**src/rtl/rcpb_pkg.sv**
```systemverilog
package rcpb_pkg;

    localparam int NumCh          = 8;
    localparam int ChIdxW         = 3;
    localparam int CfgIdxW        = 4;
    localparam int ValW           = 16;
    localparam int CodeW          = 12;
    localparam int ByteW          = 8;
    localparam int PktLen         = 13;
    localparam int PosW           = 4;
    localparam int HopW           = 5;
    localparam int PhaseW         = 5;
    localparam int XW             = 15;
    localparam int RecipW         = 23;
    localparam int ProdW          = XW + RecipW;
    localparam int RecipShift     = 25;

    localparam int HopCountDef    = 20;
    localparam int FsPeriodDef    = 17;

    localparam logic [ByteW-1:0]  IdStick    = 8'h57;
    localparam logic [ByteW-1:0]  IdFailsafe = 8'hac;
    localparam logic [CodeW-1:0]  CodeMax    = CodeW'((1 << CodeW) - 1);
    localparam logic signed [16:0] ChOffset  = 17'sd10000;
    localparam logic signed [16:0] ChSpan    = 17'sd20000;
    // floor(x * 4096 / 20000) equals (x * RecipMul) >> RecipShift for x below 20000.
    localparam logic [RecipW-1:0] RecipMul   = 23'd6871948;

    typedef logic [CodeW-1:0] code_t;
    typedef logic [NumCh-1:0][CodeW-1:0] code_vec_t;
    typedef logic signed [ValW-1:0] val_t;

    typedef struct packed {
        logic            failsafe;
        logic [HopW-1:0] hop;
    } pkt_meta_t;

endpackage

```
**src/rtl/rcpb_lane.sv**
```systemverilog
module rcpb_lane (
    input  logic                 aclk,
    input  logic                 en_x,
    input  logic                 en_code,
    input  rcpb_pkg::val_t       value_in,
    output rcpb_pkg::code_t      code_out
);
    import rcpb_pkg::*;

    logic signed [16:0] sum;
    logic               neg;
    logic               over;
    logic               neg_reg;
    logic               over_reg;
    logic [XW-1:0]      x_reg;
    logic [ProdW-1:0]   prod;
    code_t              code_next;
    code_t              code_reg;

    always_comb begin
        sum  = {value_in[ValW-1], value_in} + ChOffset;
        neg  = sum[16];
        over = !neg && (sum >= ChSpan);
    end

    always_ff @(posedge aclk) begin
        if (en_x) begin
            neg_reg  <= neg;
            over_reg <= over;
            x_reg    <= sum[XW-1:0];
        end
    end

    always_comb begin
        prod = ProdW'(x_reg) * ProdW'(RecipMul);
        if (neg_reg) begin
            code_next = '0;
        end else if (over_reg) begin
            code_next = CodeMax;
        end else begin
            code_next = prod[RecipShift +: CodeW];
        end
    end

    always_ff @(posedge aclk) begin
        if (en_code) begin
            code_reg <= code_next;
        end
    end

    assign code_out = code_reg;

endmodule

```
**src/rtl/rcpb_merge.sv**
```systemverilog
module rcpb_merge (
    input  logic                          aclk,
    input  logic                          aresetn,
    input  logic                          load_valid,
    output logic                          load_ready,
    input  rcpb_pkg::code_vec_t           codes,
    input  rcpb_pkg::pkt_meta_t           meta,
    output logic                          m_valid,
    input  logic                          m_ready,
    output logic [rcpb_pkg::ByteW-1:0]    m_packet_byte,
    output logic [rcpb_pkg::PosW-1:0]     m_byte_position,
    output logic                          m_last_byte,
    output logic [rcpb_pkg::HopW-1:0]     m_hop_slot,
    output logic                          m_failsafe_frame
);
    import rcpb_pkg::*;

    logic [ByteW-1:0] pkt_reg [PktLen];
    logic [ByteW-1:0] pkt_next [PktLen];
    pkt_meta_t        meta_reg;
    logic [PosW-1:0]  pos_reg;
    logic [PosW-1:0]  pos_next;
    logic             busy_reg;
    logic             busy_next;
    logic             last;
    logic             load;

    assign last       = (pos_reg == PosW'(PktLen - 1));
    assign load_ready = !busy_reg || (m_ready && last);
    assign load       = load_valid && load_ready;

    always_comb begin
        pkt_next[0] = meta.failsafe ? IdFailsafe : IdStick;
        for (int i = 0; i < NumCh; i++) begin
            pkt_next[1 + i] = codes[i][ByteW-1:0];
        end
        for (int k = 0; k < NumCh / 2; k++) begin
            pkt_next[1 + NumCh + k] = {codes[2*k+1][CodeW-1:ByteW],
                                       codes[2*k][CodeW-1:ByteW]};
        end
    end

    always_comb begin
        busy_next = busy_reg;
        pos_next  = pos_reg;
        if (load) begin
            busy_next = 1'b1;
            pos_next  = '0;
        end else if (busy_reg && m_ready) begin
            if (last) begin
                busy_next = 1'b0;
            end else begin
                pos_next = pos_reg + 1'b1;
            end
        end
    end

    always_ff @(posedge aclk) begin
        if (!aresetn) begin
            busy_reg <= 1'b0;
            pos_reg  <= '0;
        end else begin
            busy_reg <= busy_next;
            pos_reg  <= pos_next;
        end
    end

    always_ff @(posedge aclk) begin
        if (load) begin
            pkt_reg  <= pkt_next;
            meta_reg <= meta;
        end
    end

    assign m_valid          = busy_reg;
    assign m_packet_byte    = pkt_reg[pos_reg];
    assign m_byte_position  = pos_reg;
    assign m_last_byte      = last;
    assign m_hop_slot       = meta_reg.hop;
    assign m_failsafe_frame = meta_reg.failsafe;

endmodule

```
**src/rtl/rc_stick_packet_builder_core.sv**
```systemverilog
// Builds one 13-byte stick or failsafe packet per transfer of eight channel values.
// Each input transfer advances the hop index and the failsafe phase; the packet
// bytes then leave one per cycle while m_ready is high, through the single byte
// output. Eight lanes convert the channels in parallel through a two-stage offset,
// clamp and reciprocal-multiply path; an input is registered in val_reg, x_reg,
// code_reg and the merge packet register before its first byte appears. The next
// item is taken while the current packet is still being sent.
module rc_stick_packet_builder_core #(
    parameter int HOP_COUNT       = rcpb_pkg::HopCountDef,
    parameter int FAILSAFE_PERIOD = rcpb_pkg::FsPeriodDef
) (
    input  logic                          aclk,
    input  logic                          aresetn,
    input  logic                          cfg_wr_en,
    input  logic [rcpb_pkg::CfgIdxW-1:0]  cfg_index,
    input  logic [rcpb_pkg::ValW-1:0]     cfg_wdata,
    input  logic                          s_valid,
    output logic                          s_ready,
    input  logic signed [15:0]            s_live_ch1,
    input  logic signed [15:0]            s_live_ch2,
    input  logic signed [15:0]            s_live_ch3,
    input  logic signed [15:0]            s_live_ch4,
    input  logic signed [15:0]            s_live_ch5,
    input  logic signed [15:0]            s_live_ch6,
    input  logic signed [15:0]            s_live_ch7,
    input  logic signed [15:0]            s_live_ch8,
    output logic                          m_valid,
    input  logic                          m_ready,
    output logic [7:0]                    m_packet_byte,
    output logic [3:0]                    m_byte_position,
    output logic                          m_last_byte,
    output logic [4:0]                    m_hop_slot,
    output logic                          m_failsafe_frame
);
    import rcpb_pkg::*;

    val_t            live [NumCh];
    val_t            fs_val_reg [NumCh];
    val_t            val_reg [NumCh];
    logic [HopW-1:0]   hop_reg;
    logic [HopW-1:0]   hop_next;
    logic [PhaseW-1:0] phase_reg;
    logic [PhaseW-1:0] phase_next;
    logic            fs_now;
    pkt_meta_t       s0_meta_reg;
    pkt_meta_t       s1_meta_reg;
    pkt_meta_t       s2_meta_reg;
    logic            s0_valid_reg;
    logic            s1_valid_reg;
    logic            s2_valid_reg;
    logic            s0_ready;
    logic            s1_ready;
    logic            s2_ready;
    logic            s_fire;
    logic            en_x;
    logic            en_code;
    logic            pk_ready;
    logic            pk_load;
    code_vec_t       codes;

    assign live[0] = s_live_ch1;
    assign live[1] = s_live_ch2;
    assign live[2] = s_live_ch3;
    assign live[3] = s_live_ch4;
    assign live[4] = s_live_ch5;
    assign live[5] = s_live_ch6;
    assign live[6] = s_live_ch7;
    assign live[7] = s_live_ch8;

    always_ff @(posedge aclk) begin
        if (!aresetn) begin
            for (int i = 0; i < NumCh; i++) begin
                fs_val_reg[i] <= '0;
            end
        end else if (cfg_wr_en && (cfg_index < CfgIdxW'(NumCh))) begin
            fs_val_reg[cfg_index[ChIdxW-1:0]] <= cfg_wdata;
        end
    end

    assign s2_ready = !s2_valid_reg || pk_ready;
    assign s1_ready = !s1_valid_reg || s2_ready;
    assign s0_ready = !s0_valid_reg || s1_ready;
    assign s_ready  = s0_ready;
    assign s_fire   = s_valid && s0_ready;
    assign en_x     = s0_valid_reg && s1_ready;
    assign en_code  = s1_valid_reg && s2_ready;
    assign pk_load  = s2_valid_reg;

    always_comb begin
        hop_next   = (hop_reg == HopW'(HOP_COUNT - 1)) ? '0 : hop_reg + 1'b1;
        phase_next = (phase_reg == PhaseW'(FAILSAFE_PERIOD - 1)) ? '0 : phase_reg + 1'b1;
        fs_now     = (phase_next == '0);
    end

    always_ff @(posedge aclk) begin
        if (!aresetn) begin
            hop_reg      <= '0;
            phase_reg    <= '0;
            s0_valid_reg <= 1'b0;
            s1_valid_reg <= 1'b0;
            s2_valid_reg <= 1'b0;
        end else begin
            if (s_fire) begin
                hop_reg   <= hop_next;
                phase_reg <= phase_next;
            end
            if (s_fire) begin
                s0_valid_reg <= 1'b1;
            end else if (en_x) begin
                s0_valid_reg <= 1'b0;
            end
            if (en_x) begin
                s1_valid_reg <= 1'b1;
            end else if (en_code) begin
                s1_valid_reg <= 1'b0;
            end
            if (en_code) begin
                s2_valid_reg <= 1'b1;
            end else if (pk_ready) begin
                s2_valid_reg <= 1'b0;
            end
        end
    end

    always_ff @(posedge aclk) begin
        if (s_fire) begin
            for (int i = 0; i < NumCh; i++) begin
                val_reg[i] <= fs_now ? fs_val_reg[i] : live[i];
            end
            s0_meta_reg <= '{failsafe: fs_now, hop: hop_next};
        end
        if (en_x) begin
            s1_meta_reg <= s0_meta_reg;
        end
        if (en_code) begin
            s2_meta_reg <= s1_meta_reg;
        end
    end

    for (genvar g = 0; g < NumCh; g++) begin : g_lane
        rcpb_lane u_lane (
            .aclk     (aclk),
            .en_x     (en_x),
            .en_code  (en_code),
            .value_in (val_reg[g]),
            .code_out (codes[g])
        );
    end

    rcpb_merge u_merge (
        .aclk             (aclk),
        .aresetn          (aresetn),
        .load_valid       (pk_load),
        .load_ready       (pk_ready),
        .codes            (codes),
        .meta             (s2_meta_reg),
        .m_valid          (m_valid),
        .m_ready          (m_ready),
        .m_packet_byte    (m_packet_byte),
        .m_byte_position  (m_byte_position),
        .m_last_byte      (m_last_byte),
        .m_hop_slot       (m_hop_slot),
        .m_failsafe_frame (m_failsafe_frame)
    );

endmodule

```
**config.mk**
```make
export PLATFORM = sky130hd
export DESIGN_NAME = rc_stick_packet_builder_core
export DESIGN_NICKNAME = d
export VERILOG_FILES = /design/src/rtl/rcpb_pkg.sv /design/src/rtl/rcpb_lane.sv /design/src/rtl/rcpb_merge.sv /design/src/rtl/rc_stick_packet_builder_core.sv
export SDC_FILE = /design/constraint.sdc
export NUM_CORES = 2
export LEC_CHECK = 0
export BUFFER_PORTS_ARGS = -buffer_cell sky130_fd_sc_hd__buf_2
export CELL_PAD_IN_SITES_DETAIL_PLACEMENT = 2
export CELL_PAD_IN_SITES_GLOBAL_PLACEMENT = 2
export CORE_AREA = 2 2 366 368
export CTS_BUF_LIST = sky130_fd_sc_hd__clkbuf_4 sky130_fd_sc_hd__clkbuf_8
export DETAILED_ROUTE_END_ITERATION = 8
export DIE_AREA = 0 0 368 370
export PLACE_DENSITY = 0.95
export SLEW_MARGIN = 20
export SYNTH_ARGS = -nofsm -noshare
export SYNTH_HDL_FRONTEND = slang
export SYNTH_SLANG_ARGS = --single-unit
```
**constraint.sdc**
```tcl
create_clock -name aclk -period 14.8 [get_ports aclk]
set_input_delay 0.74 -clock aclk [delete_from_list [all_inputs] [get_ports aclk]]
set_output_delay 0.74 -clock aclk [all_outputs]
set_load 0.02 [all_outputs]
```
# Yosys cells after proc, flatten, opt, wreduce, memory -nomap -nowiden

Memories as Yosys holds them, arrays and structs flattened.
Index checks and enable logic that the tools add are counted.

Memory bits (writable): 256
Output and inout bits: 21
Memories kept: 2
Bits of input ports: 153
Logic and storage cells: 178
Register bits after elaboration: 378

Memories:

| name       | words | bits a word | read ports | clocked after memory_dff | wr ports | line                               | source |
|---|---|---|---|---|---|---|---|
| fs_val_reg | 8     | 16          | 8          | 0                        | 8        | rc_stick_packet_builder_core.sv:38 | `val_t fs_val_reg [NumCh];` |
| val_reg    | 8     | 16          | 8          | 0                        | 8        | rc_stick_packet_builder_core.sv:39 | `val_t val_reg [NumCh];` |

Bitwise operators: 3
Magnitude comparators: 10
Reductions and logical operators: 41
$mul: 8
$add $sub $neg: 11
Equality and inequality tests: 3
Multiplexer cells: 40

Operator list:

| kind                     | count |
|---|---|
| $mul A15 B21 Y35 const B | 8 |
| $mux W16                 | 9 |
| $add A16 B15 Y17 const B | 8 |
| $ge A17 B16 Y1 const B   | 8 |
| $mux W12                 | 8 |
| $bmux W8 S4              | 1 |
| $mux W8                  | 3 |
| $mux W1                  | 16 |
| $reduce_or A16 Y1        | 1 |
| $logic_and A1 B1 Y1      | 15 |
| $logic_not A1 Y1         | 12 |
| $add A5 B1 Y5 const B    | 2 |
| $eq A5 B5 Y1 const B     | 2 |
| $mux W5                  | 2 |
| $reduce_bool A2 Y1       | 5 |
| $ge A5 B5 Y1 const B     | 1 |
| $logic_not A5 Y1         | 1 |
| $not A4 Y5               | 1 |
| $add A4 B1 Y4 const B    | 1 |
| $eq A4 B4 Y1 const B     | 1 |
| $logic_or A1 B1 Y1       | 4 |
| $lt A4 B4 Y1 const B     | 1 |
| $reduce_and A2 Y1        | 2 |
| $mux W3                  | 1 |
| 2 further kinds          | 3 |

# Longest topological paths before layout

Depth in word-level cells: 9
Depth in mapped cells: 23
Gate-level depth less buffers: 23

# Modules after synthesis

From an unflattened synthesis, not the netlist that was laid out.

Cell total of the unflattened synthesis: 6035
Area, all modules: 68839.8 sq um

By module, submodules not included:

| module                           | times used | cells each | area each (sq um) | sequential area each (sq um) |
|---|---|---|---|---|
| rcpb_lane (g_lane[1].u_lane ...) | 2          | 673        | 6731.5            | 870.8 |
| rcpb_lane (g_lane[4].u_lane ...) | 2          | 641        | 6613.8            | 870.8 |
| rcpb_lane (g_lane[6].u_lane ...) | 2          | 649        | 6582.6            | 870.8 |
| rc_stick_packet_builder_core     | 1          | 668        | 11942.7           | 8488.1 |
| rcpb_lane (g_lane[0].u_lane)     | 1          | 638        | 6558.8            | 870.8 |
| rcpb_lane (g_lane[3].u_lane)     | 1          | 586        | 6243.5            | 870.8 |
| rcpb_merge                       | 1          | 217        | 4239.1            | 3193.1 |

# Worst setup path after synthesis

OpenSTA, ideal clock, no wires.

Path type: reg-to-reg
Start point: register u_merge.pos_reg[1] (netlist: u_merge.m_byte_position[1])
End point: register g_lane[0].u_lane.code_reg[0], enable pin
Period minus slack after synthesis: 9462 ps
Buffers on the path: 1
Data required time: 14082 ps
Stages on the path, launching flop included: 7
Slack: 5338 ps
Arrival time: 8744 ps
Library setup time: 718 ps
Cells stage by stage: dfxtp_1 -> clkbuf_1 -> inv_1 -> ha_1 -> and3_1 -> a21boi_1 -> a21boi_0

Longest elaborated chain between the ends: 5

Ends and longest elaborated chain:

| item                     | line                               | source |
|---|---|---|
| start: declaration       | rcpb_merge.sv:21                   | `logic [PosW-1:0] pos_reg;` |
| start signal: assignment | rcpb_merge.sv:64                   | `pos_reg <= pos_next;` |
| $eq A4 B4 Y1             | rcpb_merge.sv:28                   | `assign last = (pos_reg == PosW'(PktLen - 1));` |
| named net m_last_byte    | rc_stick_packet_builder_core.sv:31 | `output logic m_last_byte,` |
| $logic_and A1 B1 Y1      | rcpb_merge.sv:29                   | `assign load_ready = !busy_reg \|\| (m_ready && last);` |
| $logic_or A1 B1 Y1       | rcpb_merge.sv:29                   |  |
| $logic_or A1 B1 Y1       | rc_stick_packet_builder_core.sv:80 | `assign s2_ready = !s2_valid_reg \|\| pk_ready;` |
| $logic_and A1 B1 Y1      | rc_stick_packet_builder_core.sv:86 | `assign en_code = s1_valid_reg && s2_ready;` |
| named net en_code        | rc_stick_packet_builder_core.sv:56 | `logic en_code;` |
| end signal: assignment   | rcpb_lane.sv:47                    | `code_reg <= code_next;` |
| end: declaration         | rcpb_lane.sv:18                    | `code_t code_reg;` |

The timed path passes the listed nets, and every way through them passes these cells.
A chain may end at the register's enable or synchronous reset.

# Final worst setup path

Start point: register g_lane[4].u_lane.x_reg[11]
End point: register g_lane[4].u_lane.code_reg[10], data pin

Longest elaborated chain between the ends: 2

Ends and longest elaborated chain:

| item                     | line            | source |
|---|---|---|
| start: declaration       | rcpb_lane.sv:15 | `logic [XW-1:0] x_reg;` |
| start signal: assignment | rcpb_lane.sv:30 | `x_reg <= sum[XW-1:0];` |
| $mul A15 B21 Y35         | rcpb_lane.sv:35 | `prod = ProdW'(x_reg) * ProdW'(RecipMul);` |
| $mux W12                 | rcpb_lane.sv:38 | `end else if (over_reg) begin` |
| end signal: assignment   | rcpb_lane.sv:47 |  |
| end: declaration         | rcpb_lane.sv:18 |  |

No other way between the ends.

==> qor.txt <==
RSZ-0062 raised after global routing = no
crit path kind = reg -> reg
Period Utilization, post-route = 0.625
final WL = 345000 um
CTS tree = yes
setup TNS after final layout = 0 ps
post-synthesis sequential area ratio = 0.289
Worst Setup Start Kind = register
GRT Util Overall = 0.465
initial drt markers = 6492
Endpoint, Worst Hold = s0_valid_reg$_SDFFE_PN0P_
sw frac = 0.570
most frequent cells in the layout = 1468 x inv_1, 1029 x ha_1, 840 x fa_1, 609 x edfxtp_1, 506 x nand2_1
Syn Nets = 7801
hpwl dp = 213000 um
Register-to-Register Path Depth = 21
R2R setup slack = 5550 ps
YS warnings = 0
synthesized area per cell = 11.2 sq um
antenna violations before repair = 40
hold depth = 3
H-tree levels = 3
Reg power frac = 0.121
Layout Skew = 75.6 ps
largest cells by area after synthesis = edfxtp_1 28%, fa_1 26%, ha_1 20%
Req. time, crit path = 15290 ps
Root Driver = clkbuf_8
# DRC = 0
LEAKAGE = 34.5 nW
slew margin rel. = 0.0139
Worst R2R Start = g_lane[4].u_lane.x_reg[11]$_DFFE_PP_
worst-path maximum fanout = 5
IO Port Bufs = 173
synth unique cells = 80
Synth area leader = edfxtp_1
share of layout cells above drive strength 1 = 0.0734
max frequency = 0.108 GHz
routed vias/inst = 6.74
die footprint = 136000 sq um
cell area power density = 284 nW/um^2
Post-CTS Hold Buffers = 0
first-pass GRT wire length = 448000 um
post-CTS setup buffer count = 0
mapped cell area = 64500 sq um
DR WL/cell = 43.4 um
Yosys top cell area share = 0.284
Core Region = 132000 sq um
placement row count = 134
slew of the pin with the lowest slew margin = 1470 ps
effective utilization at floorplan = 0.487
Max Cap Viol = 2
Min-Delay Path Class = in -> reg
nature of the critical path endpoint = register
internal power contribution = 8.58 mW
io pins = 174
largest net degree at the start of global routing = 77
net switching power = 11.3 mW
fin crit period = 9250 ps
Chip Width = 368 um
Filler cells = 13.0k
peak supply drop = 0.000170 V
violated checks = capacitance limit
deepest clock path buffer count = 3
Congestion Overflow GR = 0
Finished Core Util = 0.529
Post-synth ARST share = 0
max-slew violations = 0
Arrival @ worst endpoint = 9740 ps
Reg clk slew, reported paths = 90 ps
top_reg_cell synth = edfxtp_1
post-CTS sizing = 0
# setup viols final = 0
clock sink count = 627
Yosys reg bits = 627
EDFF count, synth = 609
Die Y = 370 um
TritonRoute pass-1 iters = 5
commonest non-fill, non-tap cell in the layout = inv_1
r2r endpoint = g_lane[4].u_lane.code_out[10]$_SDFFCE_PP0P_
Worst Hold Launch = s_valid
Hold Fails Final Rpt = 0
worst skew pair latency = 930 ps
CTS buffer count = 113
Final #Nets = 8044
vias in the first global route = 59.9k
ANT nets after route = 0
Gate Count Post-Synth = 5779
total number of vias = 53.6k
routability cong. = 0.959
Comb power frac = 0.778
outcome = complete, but fails checks
Layout area overhead = 8.78%
clock share of power = 0.101
worst max path at each step:
stage	from	to	slack [ps]	depth (start not counted)
2_1_floorplan	u_merge.m_byte_position[1]$_SDFFE_PP0P_	g_lane[0].u_lane.code_out[0]$_SDFFCE_PP0P_	5340	6
3_3_place_gp	g_lane[5].u_lane.x_reg[9]$_DFFE_PP_	g_lane[5].u_lane.code_out[11]$_SDFFCE_PP0P_	7780	21
3_5_place_dp	g_lane[4].u_lane.x_reg[2]$_DFFE_PP_	g_lane[4].u_lane.code_out[6]$_SDFFCE_PP0P_	7240	21
4_1_cts	g_lane[4].u_lane.x_reg[2]$_DFFE_PP_	g_lane[4].u_lane.code_out[6]$_SDFFCE_PP0P_	6830	21
5_1_grt	g_lane[4].u_lane.x_reg[11]$_DFFE_PP_	g_lane[4].u_lane.code_out[10]$_SDFFCE_PP0P_	5730	21
6_report	g_lane[4].u_lane.x_reg[11]$_DFFE_PP_	g_lane[4].u_lane.code_out[10]$_SDFFCE_PP0P_	5550	21
worst max-delay path, cell delays in order, from the launching register on:
cell and delay [ps]:
edfxtp_1 510, ha_1 460, inv_1 130, fa_1 550, inv_1 100, fa_1 610
fa_1 470, fa_1 590, inv_1 140, fa_1 550, inv_1 70, ha_1 370
nand4_1 250, nor4_1 580, nand2_1 180, a2111oi_1 830, a21oi_1 230, o21ai_1 240
o41a_1 310, a21o_1 220, a2111oi_0 220, a211oi_1 1230
layer usage:
layer | vias to the layer above | wire (um) | global-route usage | part of all wire
met5 | - | 282 | 0 | 0.00082
met4 | 40 | 42400 | 0.411 | 0.12
met3 | 2434 | 37000 | 0.131 | 0.11
met2 | 5100 | 158000 | 0.776 | 0.46
met1 | 26800 | 108000 | 0.481 | 0.31
li1 | 19200 | - | - | -
layout make-up:
cell class	count	area, sq um	share of cell area
Antenna cell	63	158	0.00225
Clock buffer	148	1870	0.0266
Clock inverter	64	584	0.00833
Inverter	1474	5540	0.0790
Multi-Input combinational cell	3614	40100	0.572
Sequential cell	627	18600	0.266
Tap cell	1768	2210	0.0315
Timing Repair Buffer	192	1020	0.0145
cell usage after synthesis (8+ instances only):
| master | n |
|---|---|
| a211oi_1 | 23 |
| a21boi_1 | 11 |
| a21o_1 | 50 |
| a21oi_1 | 173 |
| a22o_1 | 8 |
| a31oi_1 | 21 |
| a41o_1 | 12 |
| and2_1 | 134 |
| and3_1 | 22 |
| and4_1 | 12 |
| clkbuf_1 | 61 |
| dfxtp_1 | 18 |
| edfxtp_1 | 609 |
| fa_1 | 840 |
| ha_1 | 1029 |
| inv_1 | 1468 |
| mux2i_1 | 11 |
| mux4_2 | 23 |
| nand2_1 | 506 |
| nand2b_1 | 25 |
| nand3_1 | 43 |
| nand4_1 | 24 |
| nor2_1 | 116 |
| nor2b_1 | 24 |
| nor3_1 | 48 |
| nor4_1 | 16 |
| o21a_1 | 19 |
| o21ai_0 | 54 |
| o21ai_1 | 17 |
| o22ai_1 | 8 |
| or2_2 | 27 |
| or3_1 | 19 |
| xnor2_1 | 126 |
| xor2_1 | 59 |
stage by stage:
| stage | power, mW | setup slack [ps] | hold WS (ps) | area (sq um) | cells |
|---|---|---|---|---|---|
| after floorplan | 10.1 | 5340 | 400 | 64500 | 5779 |
| after global placement | 12.7 | 7780 | 404 | 67500 | 7675 |
| after detailed placement | 14.9 | 7240 | 405 | 67500 | 7675 |
| after CTS | 18.4 | 6830 | 87.7 | 69900 | 7887 |
| after global routing | 20.3 | 5730 | 113 | 70000 | 7917 |
| final | 19.9 | 5550 | 114 | 70100 | 7950 |
cells by family (layout without fill, tap and decap cells):
logic type	after synthesis	in the layout	share of synthesized area
buffers and inverters	1538	1878	0.0896
XOR/XNOR	185	185	0.0251
multiplexers	34	34	0.00974
flip-flops	627	627	0.289
AND/OR/NAND/NOR	1035	1035	0.0756
adder cells (fa/ha/maj)	1869	1869	0.461
AO/OA/AOI/OAI	491	491	0.0501
other	0	63	0
power by group through the flow:
stage / registers, mW / clock network (mW) / logic [mW]
2_1_floorplan: 2.32 / 0 / 7.79
4_1_cts: 2.38 / 1.94 / 14.1
3_5_place_dp: 2.39 / 0 / 12.6
5_1_grt: 2.40 / 2.03 / 15.9
6_report: 2.40 / 2.02 / 15.5
3_3_place_gp: 2.36 / 0 / 10.3
No activity file was read; power rests on OpenSTA's default activity.
